==> src/rtl/core/smart_card_atr_parser_top_defines.svh <==
// Assertion macros for the ATR parser
`ifndef SMART_CARD_ATR_PARSER_TOP_DEFINES_SVH
`define SMART_CARD_ATR_PARSER_TOP_DEFINES_SVH

`ifndef ASSERT_OFF

// property must hold at every rising clock edge outside reset
`define ATR_ASSERT(label, clk, rst_n, prop) \
    label: assert property (@(posedge clk) disable iff (!rst_n) prop) \
        else $error("ATR parser assertion failed");

// condition must never be seen outside reset
`define ATR_NEVER(label, clk, rst_n, cond) \
    label: assert property (@(posedge clk) disable iff (!rst_n) !(cond)) \
        else $error("ATR parser forbidden condition seen");

`else

`define ATR_ASSERT(label, clk, rst_n, prop)
`define ATR_NEVER(label, clk, rst_n, cond)

`endif

`endif

==> src/rtl/core/scatr_pkg.sv <==
package scatr_pkg;

    // item kinds on the input side
    localparam logic [1:0] KIND_START = 2'd0;
    localparam logic [1:0] KIND_BYTE  = 2'd1;

    // result status codes
    localparam logic [2:0] ST_PROGRESS  = 3'd0;
    localparam logic [2:0] ST_COMPLETE  = 3'd1;
    localparam logic [2:0] ST_BAD_TS    = 3'd2;
    localparam logic [2:0] ST_MALFORMED = 3'd3;
    localparam logic [2:0] ST_TOO_LONG  = 3'd4;
    localparam logic [2:0] ST_RX_FAIL   = 3'd5;
    localparam logic [2:0] ST_NOT_ARMED = 3'd6;

    // byte roles
    localparam logic [3:0] ROLE_TS   = 4'd0;
    localparam logic [3:0] ROLE_T0   = 4'd1;
    localparam logic [3:0] ROLE_TA   = 4'd2;
    localparam logic [3:0] ROLE_HIST = 4'd6;
    localparam logic [3:0] ROLE_TCK  = 4'd7;
    localparam logic [3:0] ROLE_NONE = 4'd8;

    // TS values
    localparam logic [7:0] TS_DIRECT     = 8'h3B;
    localparam logic [7:0] TS_INVERSE    = 8'h03;
    localparam logic [7:0] TS_INVERSE_ST = 8'h3F;

    localparam logic [7:0] LIMIT_RESET = 8'd33;
    localparam logic [7:0] LIMIT_MIN   = 8'd2;

    typedef enum logic [2:0] {
        PH_IDLE,
        PH_TS,
        PH_T0,
        PH_IFACE,
        PH_HIST,
        PH_TCK
    } phase_t;

    // parser state carried from byte to byte
    typedef struct packed {
        phase_t     phase;
        logic [3:0] ind;        // indicator bits still expected (TA..TD)
        logic [2:0] bits_left;
        logic [3:0] grp_idx;
        logic [3:0] hist_left;
        logic [3:0] hist_total;
        logic       chk;
        logic [7:0] xsum;
        logic [7:0] count;
        logic       rev;
    } atr_state_t;

    // one result item
    typedef struct packed {
        logic [3:0] hist;
        logic [4:0] pgroups;
        logic [7:0] count;
        logic       rev;
        logic [7:0] stored;
        logic [3:0] grp;
        logic [3:0] role;
        logic [2:0] status;
    } atr_result_t;

endpackage

==> src/rtl/core/smart_card_atr_parser_top.sv <==
// Channel   Dir  tdata (low bit first)                                   tuser
// s_axis    in   rx_byte[7:0]                                            kind[1:0]
// m_axis    out  status, group_number, stored_byte, reverse_convention,  byte_role[3:0]
//                byte_count, protocol_groups, historical_count, pad
// cfg       in   cfg_wdata = length_limit, written when cfg_we is high
//
// One item per clock unless the output stalls: the parse step is a single pass of logic
// from the state register to the result register, so a result shows in the cycle after its item.
// s_axis_tready is low only while a result is held and m_axis_tready is low.
// rst_n (asynchronous) disarms the parser and sets length_limit to 33.
`include "smart_card_atr_parser_top_defines.svh"

module smart_card_atr_parser_top
    import scatr_pkg::*;
#(
    parameter int MAX_GROUPS = 8
)
(
    input  logic        clk,
    input  logic        rst_n,
    input  logic        cfg_we,
    input  logic [7:0]  cfg_wdata,
    input  logic        s_axis_tvalid,
    output logic        s_axis_tready,
    input  logic [7:0]  s_axis_tdata,   // rx_byte[7:0]
    input  logic [1:0]  s_axis_tuser,   // kind[1:0]
    output logic        m_axis_tvalid,
    input  logic        m_axis_tready,
    // status[2:0], group_number[6:3], stored_byte[14:7], reverse_convention[15],
    // byte_count[23:16], protocol_groups[28:24], historical_count[32:29], zeros
    output logic [39:0] m_axis_tdata,
    output logic [3:0]  m_axis_tuser    // byte_role[3:0]
);

    logic [7:0]  limit_reg;
    atr_state_t  atr_reg;
    atr_state_t  atr_next;
    atr_result_t res_next;
    atr_result_t res_reg;
    logic        out_valid_reg;
    logic        in_fire;

    assign s_axis_tready = !out_valid_reg || m_axis_tready;
    assign in_fire       = s_axis_tvalid && s_axis_tready;

    // length limit register
    always_ff @(posedge clk or negedge rst_n)
    begin
        if (!rst_n)
            limit_reg <= LIMIT_RESET;
        else if (cfg_we)
            limit_reg <= cfg_wdata;
    end

    scatr_step #(
        .MAX_GROUPS (MAX_GROUPS)
    ) u_step (
        .kind         (s_axis_tuser),
        .rx_byte      (s_axis_tdata),
        .length_limit (limit_reg),
        .cur          (atr_reg),
        .nxt          (atr_next),
        .res          (res_next)
    );

    // parser state
    always_ff @(posedge clk or negedge rst_n)
    begin
        if (!rst_n)
            atr_reg <= '0;
        else if (in_fire)
            atr_reg <= atr_next;
    end

    // result register
    always_ff @(posedge clk or negedge rst_n)
    begin
        if (!rst_n)
            out_valid_reg <= 1'b0;
        else if (in_fire)
            out_valid_reg <= 1'b1;
        else if (m_axis_tready)
            out_valid_reg <= 1'b0;
    end

    always_ff @(posedge clk)
    begin
        if (in_fire)
            res_reg <= res_next;
    end

    assign m_axis_tvalid = out_valid_reg;
    assign m_axis_tuser  = res_reg.role;
    assign m_axis_tdata  = {7'b0, res_reg.hist, res_reg.pgroups, res_reg.count, res_reg.rev,
                            res_reg.stored, res_reg.grp, res_reg.status};

    // checks
    `ATR_ASSERT(a_final_disarms, clk, rst_n, (in_fire && res_next.status != ST_PROGRESS) |=> (atr_reg.phase == PH_IDLE))
    `ATR_NEVER(a_grp_bound, clk, rst_n, ({1'b0, atr_reg.grp_idx} > 5'(MAX_GROUPS)))
    `ATR_NEVER(a_bits_left_bound, clk, rst_n, (atr_reg.bits_left > 3'd4))
    `ATR_ASSERT(a_item_gives_result, clk, rst_n, in_fire |=> m_axis_tvalid)
    `ATR_ASSERT(a_count_step, clk, rst_n, (in_fire && s_axis_tuser == KIND_BYTE && atr_reg.phase != PH_IDLE) |=> (atr_reg.count == 8'($past(atr_reg.count) + 8'd1)))

endmodule

==> src/rtl/core/scatr_step.sv <==
module scatr_step
    import scatr_pkg::*;
#(
    parameter int MAX_GROUPS = 8
)
(
    input  logic [1:0]  kind,
    input  logic [7:0]  rx_byte,
    input  logic [7:0]  length_limit,
    input  atr_state_t  cur,
    output atr_state_t  nxt,
    output atr_result_t res
);

    localparam logic [4:0] MaxGrp = 5'(MAX_GROUPS);

    typedef struct packed {
        logic [2:0] status;
        phase_t     phase;
    } chunk_t;

    function automatic logic [2:0] pop4(input logic [3:0] v);
        return {2'b00, v[0]} + {2'b00, v[1]} + {2'b00, v[2]} + {2'b00, v[3]};
    endfunction

    // would a chunk of 'more' bytes keep the count within the limit
    function automatic logic fits(input logic [7:0] cnt, input logic [3:0] more,
                                  input logic [7:0] lim);
        return ({1'b0, cnt} + {5'b0, more}) <= {1'b0, lim};
    endfunction

    function automatic chunk_t after_hist(input logic chk, input logic [7:0] cnt,
                                          input logic [7:0] lim);
        chunk_t r;
        r.phase  = PH_IDLE;
        r.status = ST_COMPLETE;
        if (chk)
        begin
            if (fits(cnt, 4'd1, lim))
            begin
                r.status = ST_PROGRESS;
                r.phase  = PH_TCK;
            end
            else
                r.status = ST_TOO_LONG;
        end
        return r;
    endfunction

    function automatic chunk_t after_iface(input logic [3:0] hist, input logic chk,
                                           input logic [7:0] cnt, input logic [7:0] lim);
        chunk_t r;
        r.phase  = PH_IDLE;
        r.status = ST_TOO_LONG;
        if (hist != 4'd0)
        begin
            if (fits(cnt, hist, lim))
            begin
                r.status = ST_PROGRESS;
                r.phase  = PH_HIST;
            end
        end
        else
            r = after_hist(chk, cnt, lim);
        return r;
    endfunction

    function automatic chunk_t start_group(input logic [3:0] ind, input logic [3:0] hist,
                                           input logic chk, input logic [7:0] cnt,
                                           input logic [7:0] lim);
        chunk_t     r;
        logic [2:0] n;
        n        = pop4(ind);
        r.phase  = PH_IDLE;
        r.status = ST_TOO_LONG;
        if (n == 3'd0)
            r = after_iface(hist, chk, cnt, lim);
        else if (fits(cnt, {1'b0, n}, lim))
        begin
            r.status = ST_PROGRESS;
            r.phase  = PH_IFACE;
        end
        return r;
    endfunction

    // one pass over the current byte
    always_comb
    begin
        logic [2:0] st;
        logic [3:0] role;
        logic [3:0] grp;
        logic [7:0] stored;
        logic [7:0] cnt_new;
        logic [7:0] xnew;
        logic [1:0] pos;
        logic       chk_new;
        chunk_t     r;

        nxt     = cur;
        st      = ST_PROGRESS;
        role    = ROLE_NONE;
        grp     = '0;
        stored  = '0;
        cnt_new = cur.count + 8'd1;
        xnew    = cur.xsum ^ rx_byte;
        pos     = 2'd3;
        chk_new = cur.chk;
        r       = '{status: ST_PROGRESS, phase: PH_IDLE};

        case (kind)
            KIND_START:
            begin
                nxt       = '0;
                nxt.phase = PH_TS;
                if (length_limit < LIMIT_MIN)
                    st = ST_TOO_LONG;
            end
            KIND_BYTE:
            begin
                if (cur.phase == PH_IDLE)
                    st = ST_NOT_ARMED;
                else
                begin
                    nxt.count = cnt_new;
                    stored    = rx_byte;
                    case (cur.phase)
                        PH_TS:
                        begin
                            role = ROLE_TS;
                            if (rx_byte == TS_DIRECT)
                                nxt.phase = PH_T0;
                            else if (rx_byte == TS_INVERSE)
                            begin
                                nxt.rev   = 1'b1;
                                stored    = TS_INVERSE_ST;
                                nxt.phase = PH_T0;
                            end
                            else
                                st = ST_BAD_TS;
                        end
                        PH_T0:
                        begin
                            role           = ROLE_T0;
                            nxt.xsum       = rx_byte;
                            nxt.hist_total = rx_byte[3:0];
                            nxt.ind        = rx_byte[7:4];
                            nxt.bits_left  = pop4(rx_byte[7:4]);
                            r = start_group(rx_byte[7:4], rx_byte[3:0], cur.chk, cnt_new,
                                            length_limit);
                            st        = r.status;
                            nxt.phase = r.phase;
                            nxt.hist_left = rx_byte[3:0];
                        end
                        PH_IFACE:
                        begin
                            // lowest pending indicator bit names the byte
                            if (cur.ind[0])
                                pos = 2'd0;
                            else if (cur.ind[1])
                                pos = 2'd1;
                            else if (cur.ind[2])
                                pos = 2'd2;
                            role     = ROLE_TA + {2'b00, pos};
                            grp      = cur.grp_idx;
                            nxt.xsum = xnew;
                            nxt.ind  = cur.ind & ~(4'b0001 << pos);
                            if (cur.bits_left != 3'd0)
                                nxt.bits_left = cur.bits_left - 3'd1;
                            nxt.hist_left = cur.hist_total;
                            if (pos == 2'd3)
                            begin
                                // TD: maybe a further group, TCK when protocol not T=0
                                chk_new = cur.chk | (rx_byte[3:0] != 4'd0);
                                nxt.chk = chk_new;
                                if (({1'b0, cur.grp_idx} + 5'd1) > MaxGrp)
                                    st = ST_MALFORMED;
                                else
                                begin
                                    nxt.grp_idx   = cur.grp_idx + 4'd1;
                                    nxt.ind       = rx_byte[7:4];
                                    nxt.bits_left = pop4(rx_byte[7:4]);
                                    r = start_group(rx_byte[7:4], cur.hist_total, chk_new,
                                                    cnt_new, length_limit);
                                    st        = r.status;
                                    nxt.phase = r.phase;
                                end
                            end
                            else if (nxt.bits_left == 3'd0)
                            begin
                                r = after_iface(cur.hist_total, cur.chk, cnt_new,
                                                length_limit);
                                st        = r.status;
                                nxt.phase = r.phase;
                            end
                        end
                        PH_HIST:
                        begin
                            role     = ROLE_HIST;
                            nxt.xsum = xnew;
                            if (cur.hist_left != 4'd0)
                                nxt.hist_left = cur.hist_left - 4'd1;
                            if (nxt.hist_left == 4'd0)
                            begin
                                r         = after_hist(cur.chk, cnt_new, length_limit);
                                st        = r.status;
                                nxt.phase = r.phase;
                            end
                        end
                        PH_TCK:
                        begin
                            role     = ROLE_TCK;
                            nxt.xsum = xnew;
                            st       = (xnew == 8'd0) ? ST_COMPLETE : ST_MALFORMED;
                        end
                        default:
                        begin
                            st = ST_NOT_ARMED;
                        end
                    endcase
                end
            end
            default:
            begin
                // receive failure (and the unused kind)
                st = (cur.phase == PH_IDLE) ? ST_NOT_ARMED : ST_RX_FAIL;
            end
        endcase

        // any final status disarms the parser
        if (st != ST_PROGRESS)
            nxt.phase = PH_IDLE;

        res.status  = st;
        res.role    = role;
        res.grp     = grp;
        res.stored  = stored;
        res.rev     = nxt.rev;
        res.count   = nxt.count;
        res.pgroups = (st == ST_COMPLETE) ? ({1'b0, nxt.grp_idx} + 5'd1) : 5'd0;
        res.hist    = nxt.hist_total;
    end

endmodule
==> config.mk <==
export PLATFORM = sky130hd
export DESIGN_NAME = smart_card_atr_parser_top
export DESIGN_NICKNAME = d
export VERILOG_FILES = /design/src/rtl/core/scatr_pkg.sv /design/src/rtl/core/smart_card_atr_parser_top.sv /design/src/rtl/core/scatr_step.sv
export VERILOG_INCLUDE_DIRS = /design/src /design/src/rtl/core
export SDC_FILE = /design/constraint.sdc
export NUM_CORES = 1
export LEC_CHECK = 0
export ABC_AREA = 0
export BUFFER_PORTS_ARGS = -buffer_cell sky130_fd_sc_hd__buf_4
export CELL_PAD_IN_SITES_DETAIL_PLACEMENT = 0
export CELL_PAD_IN_SITES_GLOBAL_PLACEMENT = 1
export CORE_ASPECT_RATIO = 1.25
export CORE_MARGIN = 1
export CORE_UTILIZATION = 45
export DETAILED_ROUTE_END_ITERATION = 10
export GPL_TIMING_DRIVEN = 0
export PLACE_DENSITY_LB_ADDON = 0.1
export RECOVER_POWER = 50
export SKIP_CTS_REPAIR_TIMING = 1
export SYNTH_ARGS = -nofsm -noshare
export SYNTH_HDL_FRONTEND = slang
export SYNTH_SLANG_ARGS = --single-unit
==> constraint.sdc <==
create_clock -name clk -period 12.3 [get_ports clk]
set_clock_uncertainty 0.05 [all_clocks]
set_input_delay 0 -clock clk [delete_from_list [all_inputs] [get_ports clk]]
set_output_delay 0 -clock clk [all_outputs]
set_load 0.01 [all_outputs]
**After elaboration in Yosys (flattened, before gate mapping)**

Cells that the tools add are included.

- Register bits: 86
- Input bits: 23
- Output and inout port bits: 46

- Add/subtract/negate cells: 14
- $lt $le $gt $ge: 6
- Eq/ne operators: 22
- Shift operators: 1
- Mux-type cells: 65
- Bitwise gates (word level): 6
- Reduce and logical (&&, ||, !) cells: 25

Operators with widths:

| operator | count |
|---|---|
| 40-bit one-hot mux with 2 select lines | 1 |
| 6-bit two-way mux | 10 |
| 3-bit two-way mux | 19 |
| 40-bit two-way mux | 1 |
| 9-bit by 8-bit <= comparator with 1-bit output | 4 |
| 4-bit two-way mux | 6 |
| 8-bit two-way mux | 3 |
| 4-bit one-hot mux with 5 select lines | 1 |
| 8-bit by 4-bit adder with 9-bit output | 2 |
| 2-bit two-way mux | 8 |
| 8-bit one-hot mux with 2 select lines | 1 |
| 3-bit one-hot mux with 5 select lines | 1 |
| 14-bit two-way mux | 1 |
| 7-bit one-hot mux with 2 select lines | 1 |
| 3-bit one-hot mux with 4 select lines | 1 |
| 4-bit one-hot mux with 3 select lines | 1 |
| 4-bit AND reduction | 3 |
| 4-bit nonzero test | 3 |
| 11-bit two-way mux | 1 |
| 4-bit by 1-bit adder with 5-bit output (second input constant) | 2 |
| 5-bit by 2-bit != test with 1-bit output (second input constant) | 2 |
| 8-bit by 1-bit adder with 9-bit output (second input constant) | 1 |
| 8-bit by 3-bit adder with 9-bit output | 1 |
| 3-bit zero test | 3 |
| 43 further kinds | 62 |

**Depth between registers and ports, before layout**

Gate-level depths: netlist (run 1).

- Word-level depth: 15
- Mapped depth: 20
- Mapped depth without buffers: 20

**Modules after synthesis**

A second synthesis (run 1) with hierarchy kept.

- Cell total of the unflattened synthesis: 750
- Area total of the unflattened synthesis: 7106.8 um2

Modules (own cells, without submodules):

| module | instances | cells each | area an instance (um2) |
|---|---|---|---|
| scatr_step | 1 | 599 | 3938.8 |
| smart_card_atr_parser_top | 1 | 151 | 3168.0 |

**Worst setup path after synthesis (run 1)**

Ideal clock, no wire load.

- Kind: register to register
- Start: register atr_reg[1] in the netlist's numbering
- End: register atr_reg[37] in the netlist's numbering
- Arrival time: 4.286 ns
- Path slack: 7.869 ns
- Stages on the path, launching flop included: 21
- Path buffers: 1
- Clock period less this slack: 4.431 ns
- Cell sequence: dfrtp_1 -> buf_2 -> inv_1 -> ha_1 -> inv_1 -> ha_1 -> a21o_1 -> a21oi_1 -> inv_1 -> a21oi_1 -> nor2_1 -> xnor2_1 -> ha_1 -> or4_1 -> o221ai_2 -> a211oi_1 -> a311o_1 -> a21oi_1 -> nor3_1 -> o41a_4 -> o32ai_2

RTL lines:

| what | RTL line | text |
|---|---|---|
| start, declared | smart_card_atr_parser_top.sv:36 | `atr_state_t atr_reg;` |
| start signal, assigned | smart_card_atr_parser_top.sv:72 | `atr_reg <= atr_next;` |

==> results of run 1 <==
[synthesized netlist by cell type (all sizes together), types with 3 or more instances]
cell,count
nor2,52
o21ai,55
buf,13
xnor2,24
inv,43
and3,12
a22o,18
nor4b,3
nor4,7
xor2,20
o21a,4
nand4,8
a21o,7
nand2,85
fa,4
nand2b,14
a21oi,48
nor2b,8
nor3,17
clkbuf,26
ha,55
dfrtp,46
o211ai,8
a2111oi,3
a211oi,7
a31oi,5
o221ai,3
o22ai,13
mux2,9
o31ai,6
or2,3
nand3,18
a21boi,3
edfxtp,37
mux2i,5
or4,6
or3,8
[power by group through the flow]
stage / combinational (mW) / sequential (mW) / clock [mW]
after detailed placement: 0.213 / 0.329 / 0
after CTS: 0.214 / 0.323 / 0.313
final: 0.214 / 0.323 / 0.308
after global routing: 0.243 / 0.325 / 0.324
after global placement: 0.208 / 0.328 / 0
after floorplan: 0.146 / 0.328 / 0
[worst max-delay path by stage]
stage                           from                to  slack, ns
after global routing      atr_reg[1]  m_axis_tdata[27]       6.58
final                     atr_reg[1]  m_axis_tdata[27]       6.90
after CTS                 atr_reg[1]  m_axis_tdata[25]       6.95
after detailed placement  atr_reg[1]  m_axis_tdata[25]       7.00
after floorplan           atr_reg[1]       atr_reg[37]       7.87
after global placement    atr_reg[1]  m_axis_tdata[25]       7.11
[per-stage QoR]
stage	total power, mW	util (%)	area (sq um)	hold WS [ns]
2_1_floorplan	0.4737	-	6486	-0.3456
3_3_place_gp	0.5358	51.36	7156	0.04169
3_5_place_dp	0.5416	51.36	7156	0.04740
4_1_cts	0.8499	53.70	7482	-0.3397
5_1_grt	0.8924	54.10	7538	0.1065
6_report	0.8453	54.10	7538	0.07296
[per-layer routing]
layer,global-route usage [%],share of wire (%),vias to the layer above
met5,0,0,-
met4,12.52,3.3,0
met3,4.554,3.7,41
met2,47.10,51,145
met1,32.56,42,2825
li1,-,-,2829
[layout make-up]
type / count / share of cell area [%]
multi-input combinational: 569 / 50.76
sequential: 85 / 30.71
timing repair buffer: 80 / 6.639
clock buffer: 9 / 2.988
tap: 175 / 2.905
buffer: 39 / 2.523
inverter: 43 / 2.141
clock inverter: 7 / 1.344
[cells by family after synthesis]
logic type                 after synthesis  synth area share (%)
DFF                                     85                 35.81
buffers and inverters                   82                 5.439
adders and majority gates               59                 11.89
muxes                                   14                 2.342
and+or+nand+nor                        249                 18.70
AOI/OAI and AO/OA                      196                 19.69
other                                    1               0.05802
xor gates and xnor gates                44                 6.078
[critical path, stage by stage (launching register included)]
cell	delay, ns
dfrtp_1	0.35
buf_2	0.20
inv_1	0.20
ha_1	0.52
inv_1	0.22
ha_1	0.32
a21o_1	0.18
a21oi_1	0.31
nor3_1	0.11
xnor2_1	0.16
ha_1	0.32
nand3_1	0.09
nor2_1	0.04
a2111oi_0	0.86
nor3_2	0.18
a2111oi_0	0.61
o41a_4	0.34
nor3_1	0.08
==> results.md, run 1 <==
* Initial core utilization at 46.39%
* Vias in the first global route at 5,710
* P per Cell Area at about 110 nW/um^2
* Final Net Count at between 900 and 1,000
* Yosys warning count at 0
* HPWL after DPL at 14,390 microns
* Worst reg-to-reg setup slack at a little under 7 ns
* Setup violations, final at 0
* Status: finished, violations left
* # DRC at 0
* Synth cell types at 71
* Synthesis-to-layout area growth at 16.63%
* Die span in x at 109.2 microns
* Yosys top cell by area: dfrtp_1
* FF/Latch Area at 2315 sq um
* Die Ht at 136.0 microns
* Hold Path Stages at 4
* Part of the power in registers at between 30% and 40%
* First-pass GRT wire length at 30,220 microns
* Maximum clock rate at 0.1853 GHz
* Critical Path RT at 12.36 ns
* Worst-Margin Slew at 3.009 ns
* CP Launch Type: flop
* Combinational power share at about a quarter
* Max cap viols at 2
* Clk sinks at between 80 and 90
* Synthesized flop and latch total at between 80 and 90
* Hold WC Path Type: in -> reg
* Switching Share at a little under a third
* Post-synth ARST share at 56.47%
* Fraction of layout cells with a size suffix above 1 at 8.293%
* # IOs at 69
* Worst setup margin at 6.904 ns
* Final cell count without fillers at 1,007
* Post-route ant nets at 0
* DRT iter0 DRCs at 338
* Static Leakage at 3.114 nW
* CP arrival at 5.46 ns
* Place WS at around 7.0 ns
* Slew headroom at -100.6%
* Critical path endpoint category: flop
* Commonest non-fill, non-tap cell in the layout: nand2_1
* Clk slew on worst S/H paths at 0.07 ns
* Largest net degree at the start of global routing at 49
* Synth top area share at around 18%
* Primary FF master, synth: dfrtp_1
* Fin. max-slew vios at 96
* Drt wl/cell at 19.04 microns
* Vias after detailed routing at 5,840
* Internal power at ~580 uW
* Maximum clock path buffer count at 2
* Sequential fraction of the synthesis area at about 36%
* Pre-antenna DRT Iters at 5
* Placed Cells incl. Taps at between 900 and 1,000
* Largest cells by area after synthesis: dfrtp_1 18%, edfxtp_1 17%, ha_1 11%, nand2_1 4.9%, a21oi_1 3.7%
* Mapped Area at 6464 sq um
* Root buffer cell: clkbuf_16
* TritonCTS clock tree: built
* CP Max Fanout at 9
* Post-Synthesis Cells at 730
* GR Util All Layers at between 20 and 30%
* PortBufs at 60
* Most frequent cells in the layout: 85 x nand2_1, 66 x clkbuf_1, 55 x ha_1
* Fin crit share at 43.87%
* Area of the multi-input gates at 3826 sq um
* Worst reg2reg path startpoint: atr_reg[1]
* Global route overflow at 0
* Hold Vio Cnt, Final at 0
* Die Area at roughly 15,000 sq um
* P_sw at 264.3 uW
* Vias per cell at approximately 5.8
* Post-route setup TNS at 0 ns
* Number of buffers created by CTS at 9
* Fillers at 1,318
* Max reg flops at 39
* Clock power frac at 36.4%
* GP Congestion at 0.8799
* Initial antenna violation count at 0
* Hold Path End: atr_reg[10]
* RSZ-0062 raised after global routing: false
* Final Routed Wirelength at 19,170 microns
* Failing checks: max-capacitance violations, max-slew violations
* CORE AREA at ~14,000 sq um
* H-tree Lvls at 3
* Cell row count at 48
* Worst skew pair latency at 0.36 ns
* Syn_area_per_cell at 8.854 sq um
* # diodes at 0
* Number of synthesized flops with an enable pin at 37
* Shortest period the worst path allows at between 5 and 6 ns
* VDD IR-drop max at 0.00007638 V
* Worst R2R Path Depth at 17
* Reg2reg end: m_axis_tdata[27]
* Hold Crit Start: s_axis_tdata[1]
* Worst setup path category: reg -> reg
Power figures use the tool's default switching activity.
==> inputs of run 2 (changes only) <==
==> constraint.sdc (replaced) <==
create_clock -name clk -period 5 [get_ports clk]
set_clock_uncertainty 0.05 [all_clocks]
set_input_delay 0 -clock clk [delete_from_list [all_inputs] [get_ports clk]]
set_output_delay 0 -clock clk [all_outputs]
set_load 0.01 [all_outputs]
==> run 2 against run 1 <==
Compared with the run above:
- the run still ends with max-capacitance violations, max-slew violations left
- count of clock-buffer cells in the layout stayed put
- maximum frequency is 13% higher
- critical endpoint is now m_axis_tdata[28]
- wire length is 1.5% higher
- via count is 0.58% higher
- non-clock buffer count is 9 higher
==> results.md, run 2 (same netlist as run 1, synthesis figures left out) <==
* Die Ht at 136.0 microns (unchanged)
* Worst-Margin Slew at 2.948 ns (-0.06122 ns)
* Root buffer cell: clkbuf_16
* Part of the power in registers at 37.5% (-0.7 points)
* Core Util, Final at 55.27% (+1.2 points)
* Vias per cell at 5.781 (-0.31%)
* CP max-delay cell: or4_1
* Design Area, Final at 7701 sq um (+2.2%)
* Hold WC Path Type: in -> reg
* Hold WS at 0.01024 ns (-0.06271 ns)
* GR Util All Layers at 27.20% (unchanged)
* Fin crit share at 95.78% (+52 points)
* Initial core utilization at 46.39% (unchanged)
* Total power at 2.123 mW (+150%)
* HPWL after DPL at 14,390 microns (unchanged)
* First-pass GRT wire length at 30,220 microns (unchanged)
* Hold Path Stages at 3 (-1)
* Switching Share at 31.44% (+0.17 points)
* Status: finished, violations left
* Maximum clock path buffer count at 2 (unchanged)
* Place WS at -0.3006 ns (-7.300 ns)
* Setup violations, final at 0 (unchanged)
* Routing usage on met2 at 47.10% (unchanged)
* TritonCTS clock tree: built
* Combinational power share at 26.8% (+1.5 points)
* Worst reg-to-reg setup slack at 0.21 ns (-6.69 ns)
* Vias in the first global route at 5,710 (unchanged)
* Number of buffers created by CTS at 9 (unchanged)
* Max reg flops at 39 (unchanged)
* Failing checks: max-capacitance violations, max-slew violations
* Worst setup path category: reg -> reg
* Final Routed Wirelength at 19,460 microns (+1.5%)
* Cell row count at 48 (unchanged)
* Post-route setup TNS at 0 ns (unchanged)
* CP arrival at 4.94 ns (-0.52 ns)
* CORE AREA at 13,930 sq um (unchanged)
* Worst R2R Path Depth at 18 (+1)
* Maximum clock rate at 0.2088 GHz (+13%)
* Slew headroom at -96.52% (+4.1 points)
* Clk sinks at 85 (unchanged)
* Clk slew on worst S/H paths at 0.07 ns (about the same)
* Most frequent CP cell: ha_1
* GRT met3 Usage at 4.554% (unchanged)
* Drt wl/cell at 19.16 microns (+0.61%)
* Grt met1 use at 32.56% (unchanged)
* Final Net Count at 918 (+0.99%)
* Synthesis-to-layout area growth at 19.14%
* Largest net degree at the start of global routing at 49 (unchanged)
* Busiest grt layer: met2
* Die Area at 14,850 sq um (unchanged)
* Fin. max-slew vios at 96 (unchanged)
* Global route overflow at 0 (unchanged)
* Final cell count without fillers at 1,016 (+0.89%)
* Critical path endpoint category: flop
* # diodes at 0 (unchanged)
* Max incr delay on CP at 0.56 ns (-0.30 ns)
* Worst setup margin at 0.2108 ns (-6.693 ns)
* Commonest non-fill, non-tap cell in the layout: nand2_1
* PortBufs at 60 (unchanged)
* VDD IR-drop max at 0.0001891 V (+150%)
* Initial antenna violation count at 0 (unchanged)
* Critical Path, Cell by Cell: ha_1, nand2_2, xor2_4, inv_2, ha_1, o21ai_0, nand2b_1, nand2_1, xor2_1, ha_1, or4_1, o221ai_2, a211oi_1, a311o_1, a21oi_1, nor3_1, o41a_4, nor3_1
* P_sw at 667.3 uW (+150%)
* Internal power at 1.455 mW (+150%)
* Max cap viols at 2 (unchanged)
* Vias after detailed routing at 5,874 (+0.58%)
* Post-DP Area at 7156 sq um (unchanged)
* P per Cell Area at 275.6 nW/um^2 (+150%)
* Most frequent cells in the layout: 84 x nand2_1, 65 x clkbuf_1, 54 x ha_1
* # DRC at 0 (unchanged)
* Critical Path RT at 5.15 ns (-7.21 ns)
* Area of the multi-input gates at 3902 sq um (+2.0%)
* DRT iter0 DRCs at 355 (+5.0%)
* Die span in x at 109.2 microns (unchanged)
* CP Launch Type: flop
* CP Max Fanout at 7 (-2)
* Worst skew pair latency at 0.36 ns (about the same)
* Hold Crit Start: s_axis_tdata[6]
* Setup crit start: atr_reg[2]
* Shortest period the worst path allows at 4.789 ns (-0.6071 ns)
* Placed Cells incl. Taps at 971 (unchanged)
* # IOs at 69 (unchanged)
* Fraction of layout cells with a size suffix above 1 at 10.94% (+2.6 points)
* Clock power frac at 35.7% (-0.7 points)
* FF/Latch Area at 2316 sq um (about the same)
* Post-route ant nets at 0 (unchanged)
* GP Congestion at 0.8799 (unchanged)
* Worst reg2reg path startpoint: atr_reg[2]
* H-tree Lvls at 3 (unchanged)
* Pre-antenna DRT Iters at 5 (unchanged)
* Hold Vio Cnt, Final at 0 (unchanged)
* Static Leakage at 3.155 nW (+1.3%)
* Fillers at 1,298 (-1.5%)
run 2: cell types whose count changed in the layout (fill, tap and decap cells not counted), moves of 2 or more:
cell / before / now
a21oi_2: 0 / 3
xor2_1: 19 / 17
buf_4: 23 / 31
clkinvlp_4: 0 / 2
a2111oi_0: 3 / 1
a21oi_1: 48 / 45
inv_1: 40 / 38
run 2: path summary, 6_finish.rpt:
kind / end
max: m_axis_tdata[28]
min: m_axis_tdata[13]
max reg2reg: m_axis_tdata[28]
min reg2reg: atr_reg[0]
max in group asynchronous: atr_reg[3]
min in group asynchronous: atr_reg[18]
run 2: layout make-up:
| cell class | instances | area share [%] |
|---|---|---|
| Sequential cell | 85 | 30.07 |
| Timing Repair Buffer | 89 | 7.409 |
| Buffer | 39 | 2.567 |
| Inverter | 43 | 2.193 |
| Clock inverter | 7 | 1.316 |
| Multi-Input combinational cell | 569 | 50.67 |
| Clock buffer | 9 | 2.924 |
| Tap cell | 175 | 2.843 |
run 2: power by group through the flow:
stage	Combinational, mW	Sequential [mW]	Clock, mW
2_1_floorplan	0.359	0.806	0
3_3_place_gp	0.511	0.807	0
4_1_cts	0.527	0.795	0.769
3_5_place_dp	0.524	0.809	0
6_report	0.568	0.796	0.759
5_1_grt	0.639	0.801	0.798
run 2: critical path: cells and delay by family, from the launching register on:
family	cells	cell delay (ns)
xor+xnor	2	0.43
flops	1	0.46
buf+inv	1	0.14
compound gates	6	1.40
simple gates	6	1.23
fa+ha+maj	3	0.90
run 2: layer usage:
layer  up-vias  share of wire, %
met1      2804                41
met3        47               4.4
met2       180                50
li1       2843                 -
met4         0               3.9
met5         -                 0
==> inputs of run 3 (changes only) <==
--- a/config.mk
+++ b/config.mk
@@ -12,7 +12,7 @@
 export CELL_PAD_IN_SITES_GLOBAL_PLACEMENT = 1
 export CORE_ASPECT_RATIO = 1.25
 export CORE_MARGIN = 1
-export CORE_UTILIZATION = 45
+export CORE_UTILIZATION = 24
 export DETAILED_ROUTE_END_ITERATION = 10
 export GPL_TIMING_DRIVEN = 0
 export PLACE_DENSITY_LB_ADDON = 0.1
==> run 3 against run 2 <==
Compared with the run above:
- the run still ends with max-capacitance violations, max-slew violations left
- critical path depth up 2
- core utilization decreased by 25 points
- critical endpoint is now m_axis_tdata[27]
- design area increased by 2.9%
- largest cell class unchanged
- maximum frequency decreased by 1.0%
- non-clock buffer count is 2 higher
- worst setup slack worse by 0.050 ns
==> results.md, run 3 (same netlist as run 1, synthesis figures left out) <==
* # diodes at 0 (unchanged)
* # IOs at 69 (unchanged)
* Setup violations, final at 0 (unchanged)
* Hold Path Stages at 3 (unchanged)
* Largest net degree at the start of global routing at 49 (unchanged)
* Clk sinks at 85 (unchanged)
* Reg2reg end: m_axis_tdata[27]
* Maximum clock path buffer count at 2 (unchanged)
* Switching Share at 32.48% (+1.0 points)
* Final Routed Wirelength at 21,870 microns (+12%)
* Worst path buffer plus inverter count at 4 (+3)
* Worst reg2reg path startpoint: atr_reg[1]
* Synthesis-to-layout area growth at 22.65%
* Met2 wire len at 11,040 microns (+13%)
* Fin. max-slew vios at 96 (unchanged)
* Shortest period the worst path allows at 4.839 ns (+0.05026 ns)
* Worst skew pair latency at 0.36 ns (about the same)
* Max reg flops at 39 (unchanged)
* Hold Crit Start: s_axis_tdata[7]
* Initial antenna violation count at 0 (unchanged)
* CORE AREA at 26,260 sq um (+88%)
* Number of buffers created by CTS at 9 (unchanged)
* Critical Path RT at 5.15 ns (about the same)
* Vias per cell at 4.870 (-16%)
* Place WS at -0.5633 ns (-0.2627 ns)
* Status: finished, violations left
* Die Ht at 185.5 microns (+36%)
* Part of the power in registers at 37.9% (+0.4 points)
* Hold Vio Cnt, Final at 0 (unchanged)
* Crit path max-delay family: compound AO/OA/AOI/OAI gates
* Pre-antenna DRT Iters at 4 (-1)
* CP max-delay cell: o41a_4
* Routed wl met3 at 709 microns (-16%)
* Final Net Count at 920 (+0.22%)
* Clk slew on worst S/H paths at 0.07 ns (about the same)
* Commonest non-fill, non-tap cell in the layout: nand2_1
* Max incr delay on CP at 0.59 ns (+0.03 ns)
* Design Area, Final at 7928 sq um (+2.9%)
* H-tree Lvls at 3 (unchanged)
* Fin crit share at 96.79% (+1.0 points)
* Critical path endpoint category: flop
* Worst-Margin Slew at 3.213 ns (+0.2655 ns)
* Fraction of layout cells with a size suffix above 1 at 12.10% (+1.2 points)
* Static Leakage at 3.152 nW (about the same)
* Vias in the first global route at 5,847 (+2.4%)
* Metal-1 WL at 9429 microns (+17%)
* Worst R2R Path Depth at 20 (+2)
* Slew headroom at -114.2% (-18 points)
* GR Util All Layers at 16.15% (-11 points)
* Failing checks: max-capacitance violations, max-slew violations
* Clock power frac at 34.1% (-1.6 points)
* P_sw at 683.4 uW (+2.4%)
* First-pass GRT wire length at 33,040 microns (+9.3%)
* Worst setup margin at 0.1605 ns (-0.05026 ns)
* GP Congestion at 0.8247 (-6.3%)
* TritonCTS clock tree: built
* Die Area at 27,600 sq um (+86%)
* Root buffer cell: clkbuf_16
* Maximum clock rate at 0.2066 GHz (-1.0%)
* Hold WC Path Type: in -> reg
* Post-DP Area at 7376 sq um (+3.1%)
* DRT iter0 DRCs at 317 (-11%)
* Hold Path End: m_axis_tdata[14]
* VDD IR-drop max at 0.0001538 V (-19%)
* HPWL after DPL at 16,490 microns (+15%)
* Cell row count at 66 (+38%)
* Drt wl/cell at 18.49 microns (-3.5%)
* Max cap viols at 2 (unchanged)
* Initial core utilization at 24.61% (-22 points)
* P per Cell Area at 265.4 nW/um^2 (-3.7%)
* PortBufs at 60 (unchanged)
* CP arrival at 4.98 ns (+0.04 ns)
* Max Used Layer: met4
* Internal power at 1.420 mW (-2.4%)
* # DRC at 0 (unchanged)
* Global route overflow at 0 (unchanged)
* Fillers at 2,834 (+120%)
* Vias after detailed routing at 5,761 (-1.9%)
* Worst setup path category: reg -> reg
* Most frequent cells in the layout: 84 x nand2_1, 65 x clkbuf_1, 53 x ha_1
* CP Max Fanout at 9 (+2)
* Critical Path, Cell by Cell: buf_4, clkinvlp_4, ha_4, clkinvlp_4, ha_1, a21o_1, a21oi_2, inv_1, a21oi_2, nor2_1, xnor2_1, ha_1, or4_1, o221ai_2, a211oi_1, a311o_1, a21oi_1, nor3_1, o41a_4, nor3_1
* Total power at 2.104 mW (-0.88%)
* Post-route ant nets at 0 (unchanged)
* Die span in x at 148.8 microns (+36%)
* Combinational power share at 27.9% (+1.1 points)
* CP Launch Type: flop
* Worst reg-to-reg setup slack at 0.16 ns (-0.05 ns)
[run 3: area by class of cell]
class	instances	area, sq um	share of cell area, %
timing repair buffer	91	583.1	7.355
clock buffer	10	239.0	3.015
sequential	85	2317	29.23
buffer	39	193.9	2.446
clock inverter	6	67.56	0.8523
inverter	43	168.9	2.131
multi-input combinational	569	3933	49.61
tap	340	425.4	5.366
[run 3: worst max path at each step]
| stage | startpoint | endpoint | slack, ns | cells after the start |
|---|---|---|---|---|
| after floorplan | atr_reg[1] | atr_reg[37] | 0.57 | 20 |
| after global placement | atr_reg[1] | m_axis_tdata[26] | -0.48 | 17 |
| after detailed placement | atr_reg[1] | m_axis_tdata[24] | -0.56 | 17 |
| after CTS | atr_reg[1] | m_axis_tdata[24] | -0.60 | 17 |
| after global routing | atr_reg[1] | m_axis_tdata[27] | -0.07 | 20 |
| final | atr_reg[1] | m_axis_tdata[27] | 0.16 | 20 |
[run 3: worst reg2reg max path: cells and delay by family, from the launching register on]
family,cells,cell delay [ns]
adders and majority gates,3,0.81
buffers and inverters,4,0.53
xor gates and xnor gates,1,0.14
and+or+nand+nor,4,0.89
AOI/OAI and AO/OA,8,1.90
DFF,1,0.37
[run 3: through the flow]
stage	instances	setup TNS, ns	utilization (%)	hold slack (ns)
after detailed placement	1137	-3.741	28.09	0.06924
after global placement	1136	-3.294	28.04	0.06206
final	1183	0	30.19	0.02648
after CTS	1153	-4.053	29.25	-0.3223
after global routing	1183	-0.3345	30.19	0.05801
after floorplan	736	0	-	-0.3456
[run 3: power by group through the flow]
stage	Clock [mW]	Sequential (mW)	Combinational, mW
after CTS	0.746	0.797	0.544
after floorplan	0	0.806	0.359
after detailed placement	0	0.811	0.541
after global placement	0	0.810	0.530
after global routing	0.771	0.802	0.662
final	0.718	0.798	0.587
[run 3: per-layer routing]
| layer | global-route usage [%] | vias up |
|---|---|---|
| li1 | - | 2849 |
| met1 | 18.92 | 2766 |
| met2 | 28.37 | 111 |
| met3 | 2.598 | 35 |
| met4 | 8.163 | 0 |
| met5 | 0 | - |
